File: src/sv/sktl_pkg.sv
// Shared types, codes and widths for the sorted key table lookup block.
package sktl_pkg;

   localparam int DEFAULT_DEPTH = 256;

   localparam int KEY_W      = 32;
   localparam int OFFSET_W   = 32;
   localparam int SLOT_W     = 8;
   localparam int CSR_W      = 32;
   localparam int CSR_ADDR_W = 2;
   localparam int REQ_DATA_W = 72;
   localparam int REQ_USER_W = 1;
   localparam int RSP_DATA_W = 72;
   localparam int RSP_USER_W = 2;

   localparam int QDEPTH = 2;
   localparam int QAW    = $clog2(QDEPTH);

   localparam logic [CSR_ADDR_W-1:0] CSR_REGION      = 2'd0;
   localparam logic [CSR_ADDR_W-1:0] CSR_INDEX_TABLE = 2'd1;
   localparam logic [CSR_ADDR_W-1:0] CSR_VALUE_TABLE = 2'd2;
   localparam logic [CSR_ADDR_W-1:0] CSR_HEAP_START  = 2'd3;

   localparam logic CMD_WRITE  = 1'b0;
   localparam logic CMD_LOOKUP = 1'b1;

   localparam logic [RSP_USER_W-1:0] STATUS_OK         = 2'd0;
   localparam logic [RSP_USER_W-1:0] STATUS_NOT_FOUND  = 2'd1;
   localparam logic [RSP_USER_W-1:0] STATUS_BAD_OFFSET = 2'd2;
   localparam logic [RSP_USER_W-1:0] STATUS_BAD_HEADER = 2'd3;

   typedef enum logic [1:0] {
      KIND_WRITE,
      KIND_SKIP,
      KIND_BAD_HEADER,
      KIND_SEARCH
   } kind_type;

   typedef enum logic {
      S_IDLE,
      S_SEARCH
   } state_type;

   typedef struct packed {
      kind_type              kind;
      logic [SLOT_W-1:0]     slot;
      logic [KEY_W-1:0]      key;
      logic [OFFSET_W-1:0]   eoff;
   } entry_type;

endpackage

File: src/sv/sktl_front.sv
// Front end: accepts requests, classifies them and queues them for the back end.
module sktl_front #(
   parameter int DEPTH = sktl_pkg::DEFAULT_DEPTH
) (
   input  logic                                clock,
   input  logic                                reset,
   input  logic                                req_tvalid,
   output logic                                req_tready,
   input  logic [sktl_pkg::REQ_DATA_W-1:0]     req_tdata,
   input  logic [sktl_pkg::REQ_USER_W-1:0]     req_tuser,
   input  logic [sktl_pkg::CSR_W-1:0]          region_bytes,
   input  logic [sktl_pkg::CSR_W-1:0]          index_table_bytes,
   input  logic [sktl_pkg::CSR_W-1:0]          value_table_bytes,
   input  logic [sktl_pkg::CSR_W-1:0]          heap_start_bytes,
   output logic                                q_valid,
   input  logic                                q_pop,
   output sktl_pkg::entry_type                 q_entry
);

   sktl_pkg::entry_type              entry_ff [sktl_pkg::QDEPTH];
   sktl_pkg::entry_type              new_entry;
   logic [sktl_pkg::QAW-1:0]         wr_ptr_ff, wr_ptr_in;
   logic [sktl_pkg::QAW-1:0]         rd_ptr_ff, rd_ptr_in;
   logic [sktl_pkg::QAW:0]           count_ff, count_in;
   logic                             push;
   logic                             hdr_ok;
   logic                             slot_ok;

   // header sanity; the user must keep config stable while requests are in flight, the block does not enforce it
   assign hdr_ok = (index_table_bytes <= region_bytes) &&
                   (index_table_bytes[1:0] == 2'b00) &&
                   (value_table_bytes <= region_bytes) &&
                   (value_table_bytes[1:0] == 2'b00) &&
                   (value_table_bytes >= index_table_bytes) &&
                   (heap_start_bytes <= region_bytes) &&
                   ((index_table_bytes >> 2) <= 32'(DEPTH));

   assign slot_ok = {24'd0, req_tdata[7:0]} < 32'(DEPTH);

   always_comb begin
      new_entry.slot = req_tdata[7:0];
      new_entry.key  = req_tdata[39:8];
      new_entry.eoff = req_tdata[71:40];
      if (req_tuser[0] == sktl_pkg::CMD_WRITE) begin
         new_entry.kind = slot_ok ? sktl_pkg::KIND_WRITE : sktl_pkg::KIND_SKIP;
      end else begin
         new_entry.kind = hdr_ok ? sktl_pkg::KIND_SEARCH : sktl_pkg::KIND_BAD_HEADER;
      end
   end

   assign req_tready = (count_ff != (sktl_pkg::QAW+1)'(sktl_pkg::QDEPTH));
   assign push       = req_tvalid && req_tready;
   assign q_valid    = (count_ff != '0);
   assign q_entry    = entry_ff[rd_ptr_ff];

   always_comb begin
      wr_ptr_in = push  ? sktl_pkg::QAW'(wr_ptr_ff + 1'b1) : wr_ptr_ff;
      rd_ptr_in = q_pop ? sktl_pkg::QAW'(rd_ptr_ff + 1'b1) : rd_ptr_ff;
      count_in  = count_ff;
      if (push && !q_pop) begin
         count_in = count_ff + 1'b1;
      end else if (!push && q_pop) begin
         count_in = count_ff - 1'b1;
      end
   end

   always_ff @(posedge clock) begin
      if (reset) begin
         wr_ptr_ff <= '0;
         rd_ptr_ff <= '0;
         count_ff  <= '0;
      end else begin
         wr_ptr_ff <= wr_ptr_in;
         rd_ptr_ff <= rd_ptr_in;
         count_ff  <= count_in;
      end
   end

   always_ff @(posedge clock) begin
      if (push) begin
         entry_ff[wr_ptr_ff] <= new_entry;
      end
   end

endmodule

File: config.mk
export PLATFORM = sky130hd
export DESIGN_NAME = sktl_front
export DESIGN_NICKNAME = d
export VERILOG_FILES = /design/src/sv/sktl_pkg.sv /design/src/sv/sktl_front.sv
export SDC_FILE = /design/constraint.sdc
export NUM_CORES = 1
export LEC_CHECK = 0
export BUFFER_PORTS_ARGS = -buffer_cell sky130_fd_sc_hd__buf_2
export CORE_MARGIN = 4
export CORE_UTILIZATION = 52
export DETAILED_ROUTE_END_ITERATION = 10
export PLACE_DENSITY_LB_ADDON = 0.05
export SYNTH_ARGS = -nofsm -noshare
export SYNTH_HDL_FRONTEND = slang
export SYNTH_SLANG_ARGS = --single-unit
File: constraint.sdc
create_clock -name clock -period 5.6 [get_ports clock]
set_input_delay 0.56 -clock clock [delete_from_list [all_inputs] [get_ports clock]]
set_output_delay 0.56 -clock clock [all_outputs]
set_load 0.05 [all_outputs]
* Word level (Yosys, flattened, before mapping)
Memory sizes are Yosys's and may differ from the RTL's. A register that Yosys moved wholly into a read port is not among the register bits. Cells that the tools add are included.
Operators by class: add/sub/neg operators 4, $lt $le $gt $ge 5, equal/unequal tests 1, multiplexer cells 8, reductions and logical operators 15
Operators with widths (number):
- $le 32x32->1 | 3
- $ge 32x32->1 | 1
- $le 30x9->1 const B | 1
- $logic_and 1x1->1 | 9
- $mux 2 | 3
- $mux 1 | 5
- $logic_not 2->1 | 2
- $reduce_bool 2->1 | 2
- $add 1x1->1 const B | 2
- $add 2x1->2 const B | 1
- $logic_not 1->1 | 2
- $ne 2x2->1 const B | 1
- $sub 2x1->2 const B | 1
Word-level totals: register bits 4, RAM bits 148, word-level logic and storage cells 37, memories kept 1
Memory list:
- entry_ff | words 2, bits a word 74, read ports 1, clocked after Yosys merged registers in 1, write ports 1, line sktl_front.sv:20 | sktl_pkg::entry_type entry_ff [sktl_pkg::QDEPTH];

* Logic depth before layout (Yosys ltp)
Gate-level depths: netlist of the first run.
depth after elaboration 9, mapped depth 9, gate-level depth less buffers 9

* Worst setup path before layout of the first run
OpenSTA, ideal clock, no wires.
kind register to register, start reg count_ff[0] (netlist name), end mem entry_ff[0][0] (netlist name), enable pin, data arrival time 4.138 ns, slack 0.955 ns, cell stages (with the launch flop) 4, path through dfxtp_1 nand2b_1 nand2_1 nor2_1
On the way: word-level cells in the longest chain between the ends 4
RTL lines:
- from (decl) | line sktl_front.sv:24 | logic [sktl_pkg::QAW:0] count_ff, count_in;
- from (signal assigned) | line sktl_front.sv:75 | count_ff <= count_in;
- $ne 2x2->1 | line sktl_front.sv:51 | assign req_tready = (count_ff != (sktl_pkg::QAW+1)'(sktl_pkg::QDEPTH));
- via req_tready | line sktl_front.sv:8 | output logic req_tready,
- $logic_and 1x1->1 | line sktl_front.sv:52 | assign push = req_tvalid && req_tready;
- $mux 1 | line sktl_front.sv:80 | if (push) begin
- $mux 1 (not written as such) | line sktl_front.sv:81 | entry_ff[wr_ptr_ff] <= new_entry;
- to (decl) | line sktl_front.sv:20
The timed path passes the listed nets, and every way through them passes these cells.

==> summary by stage, run 1 <==
Global routing
The number of antenna violations at the first check in global routing was 11. Entering global routing, the biggest net connects 75 pins. The all-layer global routing usage is 0.229. The remaining global-route overflow is 0. The first global-routing pass estimated roughly 33,000 um of wire. The via count of the first global-routing pass is around 6,700.

Synth
The average size of a mapped cell is between 10 and 15 um^2. The commonest cells after synthesis are 148 x sky130_fd_sc_hd__edfxtp_1, 129 x sky130_fd_sc_hd__ha_1, 74 x sky130_fd_sc_hd__mux2_1. The most numerous cell in the Yosys netlist is sky130_fd_sc_hd__edfxtp_1.

The share of Yosys cell area claimed by the top area cell type is 0.516. Counting every instance in the synthesized netlist gives ~660. The share of flip-flops with an asynchronous set or reset after synthesis is 0. In the synthesized netlist the dominant register cell turns out to be sky130_fd_sc_hd__edfxtp_1.

Ranked by total cell area, the synthesized netlist is headed by sky130_fd_sc_hd__edfxtp_1 52%, sky130_fd_sc_hd__ha_1 19%, sky130_fd_sc_hd__mux2_1 9.7%. The cell area that synthesis handed to floorplanning was roughly 0.0086 mm^2. Synthesis inferred around 150 register bits. The net count of the mapped netlist is about 1,000. Yosys mapped a number of flops with a built-in enable equal to 148. The count of different cell masters after synthesis is between 40 and 50. The share of the Yosys chip area taken by registers is 0.527. The Yosys step of the flow raised 0 warnings. The dominant cell type by area after synthesis is sky130_fd_sc_hd__edfxtp_1.

Clock network
The H-tree was split into 4 levels. The latest clock arrival within the worst-skew pair is about 410 ps. The clock root buffer master is sky130_fd_sc_hd__clkbuf_16. The longest clock path from root to sink contains 2 buffers.

The TritonCTS clock tree is done. The number of hold buffers added after cts is 0. The number of CTS-inserted buffers is 17.

The number of instances resized during post-cts repair is 0. Once the clock tree was built, the setup fixing pass inserted 0 buffers. After clock tree synthesis, the clock-pin slew on the worst setup and hold paths is 60 ps. For this design, the sink count on the clock tree is 153.

Die
The core region is 0.0161 mm^2. For this configuration, the core starts out at a cell density of 0.537. Measured along the y axis, the die boundary spans around 140 um. The floorplan die area is around 0.019 mm^2. For this design the top-level I/O count stands at ~280.

The floorplan has 46 rows. The die width is between 100 and 150 um.

Drt
The aggregate routed wire length is ~22,000 um. The detail-routed via count per cell is approximately 5.4. Before antenna repair, the detailed router went through 5 iterations. The count of nets left with antenna violations once routing finished came out at 0. In the routed design, unresolved DRC markers number 0.

For this block, the via count after detailed routing is 6,371. The final routed wire length divided by cell count is between 15 and 20 um. The number of design-rule violations left by the first detailed-router iteration is between 200 and 250.

Setup path
The worst endpoint data arrival time is roughly 2100 ps. Together, buffers and inverters on the worst path number 1. Along the worst path, the maximum fanout reaches 74. The data required time of the worst path is roughly 5000 ps. STA classifies the critical path endpoint as an output port. The worst register-to-register path begins at count_ff[0]. The depth of the worst register-to-register path is 4.

The kind of start point of the critical path is a flop. In this design, the stage delay of the slowest critical-path cell is 970 ps. The endpoint of the worst-slack reg-to-reg timing path is entry_ff[0][28]. Walking the worst path, the cells encountered are mux2_1, buf_2. The slowest cell on the critical path is sky130_fd_sc_hd__dfxtp_4. By startpoint and endpoint, the worst setup path is classified as flop to output port. The reg2reg setup slack is ~3100 ps. The dominant delay contributor by cell family on the critical path is flip-flops.

Final layout
In the final layout, flip-flops and latches occupy approximately 0.0045 mm^2. The filler cells instantiated in the layout total roughly 1,200. In the final layout, the share of cells above drive strength 1 is 0.334. The layout-stage area growth over the synthesis result is 26.1%. In the final layout, the multi-input gates occupy between 0.003 and 0.004 mm^2. The post-route cell area is ~0.011 mm^2. The final layout contains 1,287 nets.

Power and ir drop
The design draws ~3.4 mW. The maximum ir drop on the vdd rail is roughly 0.24 mV. The internal power of the cells totals roughly 2.3 mW. In this run the power spent charging and discharging nets is ~1.1 mW. The proportion of power drawn by the clock network is 0.310. The cell area power density is 316 mW/mm^2.

The share of total power dissipated in sequential elements is 0.426. Of the total power, the share spent switching nets is 0.330. For this design the static power due to leakage is slightly below 5 nW. Of the total power, combinational logic draws 0.264.

Job
The tool flagged a number of max-cap violations equal to 0.

STA
The max-slew violation total from the final report is 0. The aggregate negative setup slack is 0 ps. Setup violations remaining at the end of the flow were counted as 0. The number of hold-slack violations in the final timing report is 0. Setup repair after global routing left no endpoint under its margin. The transition time at the pin with the least slew margin is between 1000 and 1500 ps. The final hold slack is about 330 ps.

For the final database, setup skew stands at 5.15 ps. The portion of the clock cycle consumed by the worst path in the final layout is 0.475. Timing would allow up to about 380 MHz.

Measured against its own limit, the worst slew margin works out to 0.318. The clock period minus final worst setup slack is between 2000 and 3000 ps.

Status
The flow ran to the end, and the final reports show no timing, DRC or antenna violations.

Min path
The path class of the lowest-slack min-delay path is primary input to flop. Counting instances, the worst hold path has a depth of 1. In this run the most critical hold path is launched from req_tdata[42].

The worst min-delay path endpoint is entry_ff[1][2].

Placed design
The HPWL reported at the end of detailed placement is approximately 17,000 um. Input and output buffers added on the ports amount to 280. The placed standard-cell area is roughly 0.010 mm^2. The weighted congestion reported at the end of routability-driven placement is approximately 0.94.
[cell families after synthesis]
group                    count (synthesis)  share of synthesized area
AO/OA/AOI/OAI                          110                     0.0772
AND/OR/NAND/NOR                        111                     0.0727
flip-flops                             153                      0.527
XOR/XNOR                                 4                    0.00407
adder cells (fa/ha/maj)                129                      0.187
multiplexers                            74                     0.0967
buffers and inverters                   80                     0.0348
[routing by layer]
metal	GRT usage	part of all wire	vias to the layer above
met3	0.0574	0.067	46
li1	-	-	3111
met4	0.0795	0.028	14
met1	0.255	0.38	2994
met2	0.422	0.52	206
met5	0	0.0043	-
[state kept, by name, summed over array words and instances, names as in the netlist, named ones only]
signal     count
entry_ff     148
rd_ptr_ff      1
wr_ptr_ff      1
count_ff       2
[worst max path at each step]
| stage | depth (start not counted) | end | slack (ps) | start |
|---|---|---|---|---|
| global placement | 10 | entry_ff[0][72] | 2900 | region_bytes[29] |
| detailed placement | 10 | entry_ff[0][72] | 2810 | region_bytes[31] |
| CTS | 2 | q_entry[46] | 2920 | flop |
| finish | 2 | q_entry[43] | 2940 | flop |
| floorplan | 3 | entry_ff[0][0] | 950 | count_ff[0] |
| global route | 2 | q_entry[67] | 2860 | flop |
[cells in the final DEF, fill, tap and decap left out, types with 4 or more instances in the layout]
cell type                   count
sky130_fd_sc_hd__buf_2        280
sky130_fd_sc_hd__edfxtp_1     148
sky130_fd_sc_hd__ha_1         129
sky130_fd_sc_hd__mux2_1        74
sky130_fd_sc_hd__inv_1         72
sky130_fd_sc_hd__a21oi_1       51
sky130_fd_sc_hd__nand2_1       27
sky130_fd_sc_hd__nand4_1       22
sky130_fd_sc_hd__clkbuf_16     17
sky130_fd_sc_hd__a21o_1        15
sky130_fd_sc_hd__nor2_1        14
sky130_fd_sc_hd__o21ai_0       12
sky130_fd_sc_hd__nor4_1        10
sky130_fd_sc_hd__nand3_1        8
sky130_fd_sc_hd__o21ai_1        7
sky130_fd_sc_hd__clkinv_4       6
sky130_fd_sc_hd__diode_2        5
sky130_fd_sc_hd__and4_1         5
sky130_fd_sc_hd__o211ai_1       5
sky130_fd_sc_hd__a211oi_1       4
sky130_fd_sc_hd__inv_6          4
sky130_fd_sc_hd__dfxtp_1        4
[area by class of cell]
class | count | area share
clock buffer | 17 | 0.0391
tap | 216 | 0.0249
sequential | 153 | 0.419
multi-input combinational | 428 | 0.349
antenna | 5 | 0.00115
inverter | 72 | 0.0249
timing repair buffer | 281 | 0.130
clock inverter | 15 | 0.0132
[metrics by stage]
stage,util,cells,setup slack [ps]
after floorplan,-,661,955
after global placement,0.640,1150,2900
after detailed placement,0.640,1150,2810
after CTS,0.676,1182,2920
after global routing,0.677,1186,2860
final,0.677,1187,2940
[power by group through the flow]
| stage | combinational (mW) | sequential [mW] | clock [mW] |
|---|---|---|---|
| 2_1_floorplan | 0.650 | 1.47 | 0 |
| 3_3_place_gp | 0.890 | 1.48 | 0 |
| 3_5_place_dp | 0.907 | 1.49 | 0 |
| 4_1_cts | 0.914 | 1.47 | 1.08 |
| 5_1_grt | 0.977 | 1.48 | 1.14 |
| 6_report | 0.906 | 1.46 | 1.07 |
(Power assumes the default switching activity.)
==> run 2, diff against run 1 <==
--- a/config.mk
+++ b/config.mk
@@ -7,7 +7,7 @@
 export LEC_CHECK = 0
 export BUFFER_PORTS_ARGS = -buffer_cell sky130_fd_sc_hd__buf_2
 export CORE_MARGIN = 4
-export CORE_UTILIZATION = 52
+export CORE_UTILIZATION = 47
 export DETAILED_ROUTE_END_ITERATION = 10
 export PLACE_DENSITY_LB_ADDON = 0.05
 export SYNTH_ARGS = -nofsm -noshare
==> constraint.sdc (replaced) <==
create_clock -name clock -period 2.27 [get_ports clock]
set_input_delay 0.227 -clock clock [delete_from_list [all_inputs] [get_ports clock]]
set_output_delay 0.227 -clock clock [all_outputs]
set_load 0.05 [all_outputs]
==> summary by stage, run 2 (synthesized netlist as in run 1, its figures left out) <==
Setup path
The maximum single-stage delay on the critical path is ~510 ps. The endpoint type of the worst setup path is a flop. The data required time of the worst path is 2520 ps. Traced cell by cell, the critical path runs through buf_2, inv_1, ha_1, nand4_1, or2_0, or4_4, nor3_2, or3b_1, o2111ai_1, nor3_2. The slowest cell on the critical path is sky130_fd_sc_hd__or4_4. The maximum fanout along the worst path is 2.

The launching point of the worst reg2reg path is count_ff[0]. Data arrives at the worst endpoint at roughly 2300 ps. The launch point of the worst path is region_bytes[29]. STA classifies the critical path startpoint as a primary input.

The most prevalent standard cell on the critical path is sky130_fd_sc_hd__nor3_2. By startpoint and endpoint, the worst setup path is classified as primary input to flop.

STA
The portion of the clock cycle consumed by the worst path in the final layout is 0.882. The clock period minus final worst setup slack is roughly 2000 ps. Setup repair after global routing left no endpoint under its margin. Setup violations remaining at the end of the flow were counted as 0. The transition time at the pin with the least slew margin is 451 ps. The clock arrives with about 11 ps of skew. The number of hold-slack violations in the final timing report is 0. In this run the tightest slew margin relative to its limit is 0.699.

The max-slew violation total from the final report is 0. Derived from the worst setup path, the maximum achievable clock frequency is between 400 and 500 MHz. Hold timing on the final database bottoms out at a slack of about 18 ps. The aggregate negative setup slack is 0 ps.

Clock network
The register clock-pin slew on the reported worst setup and hold paths is about 60 ps. The root buffer cell chosen for the clock tree is sky130_fd_sc_hd__clkbuf_16. TritonCTS built the clock tree. The number of CTS-inserted buffers is 17. Counting along the longest clock path gives a buffer depth of 2. The latest clock arrival within the worst-skew pair is between 400 and 500 ps. The total setup buffers inserted after CTS is 0.

The H-tree was split into 4 levels. For this design, the sink count on the clock tree is roughly 150.

Placed design
The weighted congestion reported at the end of routability-driven placement is ~0.91. The HPWL reported at the end of detailed placement is between 15,000 and 20,000 um. In this run, placement finished with an instance count of between 1,000 and 1,500. The placed standard-cell area is 0.0106 mm^2. The count of buffers added on input and output ports is 280.

Global routing
The remaining global-route overflow is 0. The first global-routing pass estimated about 35,000 um of wire. The via count of the first global-routing pass is 7,109. The all-layer global routing usage is 0.216. Entering global routing, the biggest net connects 51 pins. The number of antenna violations at the first check in global routing is 9.

Final layout
The total number of nets in the final design is 1,379. Measured on the finished design, the core utilization comes to 0.657. The number of filler cells placed in the layout is 1,445. The number of flip-flops under the largest register name is roughly 150. The largest registers in the layout are entry_ff (148), count_ff (2). The library cells used most frequently in the layout, excluding fill and tap cells, are 280 x sky130_fd_sc_hd__buf_2, 148 x sky130_fd_sc_hd__edfxtp_1, 129 x sky130_fd_sc_hd__ha_1. The layout-stage area growth over the synthesis result is 37.5%. The final standard cell count with taps included and fillers excluded is approximately 1,300. The post-route cell area is ~0.012 mm^2. entry_ff holds more flip-flops than any other register. The fraction of layout instances using a drive strength above 1 is 0.337. The library cell used most frequently in the layout, excluding fill and tap cells, is sky130_fd_sc_hd__buf_2.

Status
The run finished with clean final reports.

Drt
The detail-routed via count per cell is ~5.2. The aggregate routed wire length is approximately 23,000 um. For this block, the via count after detailed routing is ~6,700. The final routed wire length divided by cell count is ~18 um. In this run, the number of DRC markers left after iteration 0 of detailed routing was 239. The remaining antenna violation count after routing is 0.

The detailed-router iteration count before antenna repair is 4. The count of unresolved DRC violations after routing is 0.

Die
Measured along the x axis, the die boundary spans around 140 um. The initial utilization of the core area, before any placement, comes to 0.478. The vertical die dimension is 143 um. The region available for standard cell placement spans ~0.018 mm^2. The die covers between 0.02 and 0.025 mm^2.

The total number of placement rows is 49. The boundary pin count is 281.

Power and ir drop
Dividing total power by cell area gives a power density of between 700 and 800 mW/mm^2. Summed over all cells, the static leakage comes to ~5.4 nW. The maximum ir drop on the vdd rail is about 0.66 mV.

Min path
The worst hold path belongs to the class primary input to flop. The start point of the worst min-delay path is req_tdata[14].

Job
The count of maximum capacitance violations is 0.
==> run 2: final timing paths <==
check                          to  slack, ps  cells after the start
setup / recovery  entry_ff[0][72]        270                     10
hold / removal    entry_ff[0][38]         20                      1
hold reg to reg         rd_ptr_ff        530                      2
setup reg to reg      count_ff[1]        710                      6
==> run 2: critical path: cells and delay by family <==
family,cells,cell delay (ps)
compound gates,1,140
simple gates,6,1460
fa+ha+maj,1,290
buf+inv,2,120
==> run 2: stage by stage <==
stage / power (mW) / setup WS, ps
after floorplan: 5.21 / 11.8
after global placement: 5.93 / -66.3
after detailed placement: 6.00 / -151
after CTS: 9.03 / 279
after global routing: 9.37 / 150
final: 8.96 / 268
==> run 2: area by class of cell <==
type                            instances  area [um^2]  area share
Antenna cell                            4         10.0    0.000845
Clock inverter                         14          196      0.0166
Sequential cell                       153         4550       0.384
Clock buffer                           18          429      0.0362
Tap cell                              229          287      0.0242
Timing Repair Buffer                  373         2310       0.195
Multi-Input combinational cell        428         3800       0.320
Inverter                               72          270      0.0228
==> run 2: what timing repair did <==
item                       4_1_cts  5_1_grt
hold endpoints to repair       104        8
hold buffers                    55        5
gates resized for setup          0        0
setup endpoints to repair        0        0
==> run 2: per-layer routing <==
| metal | track usage | wire length (um) |
|---|---|---|
| met3 | 0.0589 | 1590 |
| met5 | 0 | 57 |
| met4 | 0.0818 | 679 |
| met1 | 0.245 | 8720 |
| met2 | 0.386 | 11600 |
==> run 2: where the power goes <==
group | switching [mW] | leakage, nW | internal, mW
logic | 1.66 | 3.68 | 0.818
registers | 0.0765 | 1.42 | 3.48
clock network | 1.08 | 0.303 | 1.85
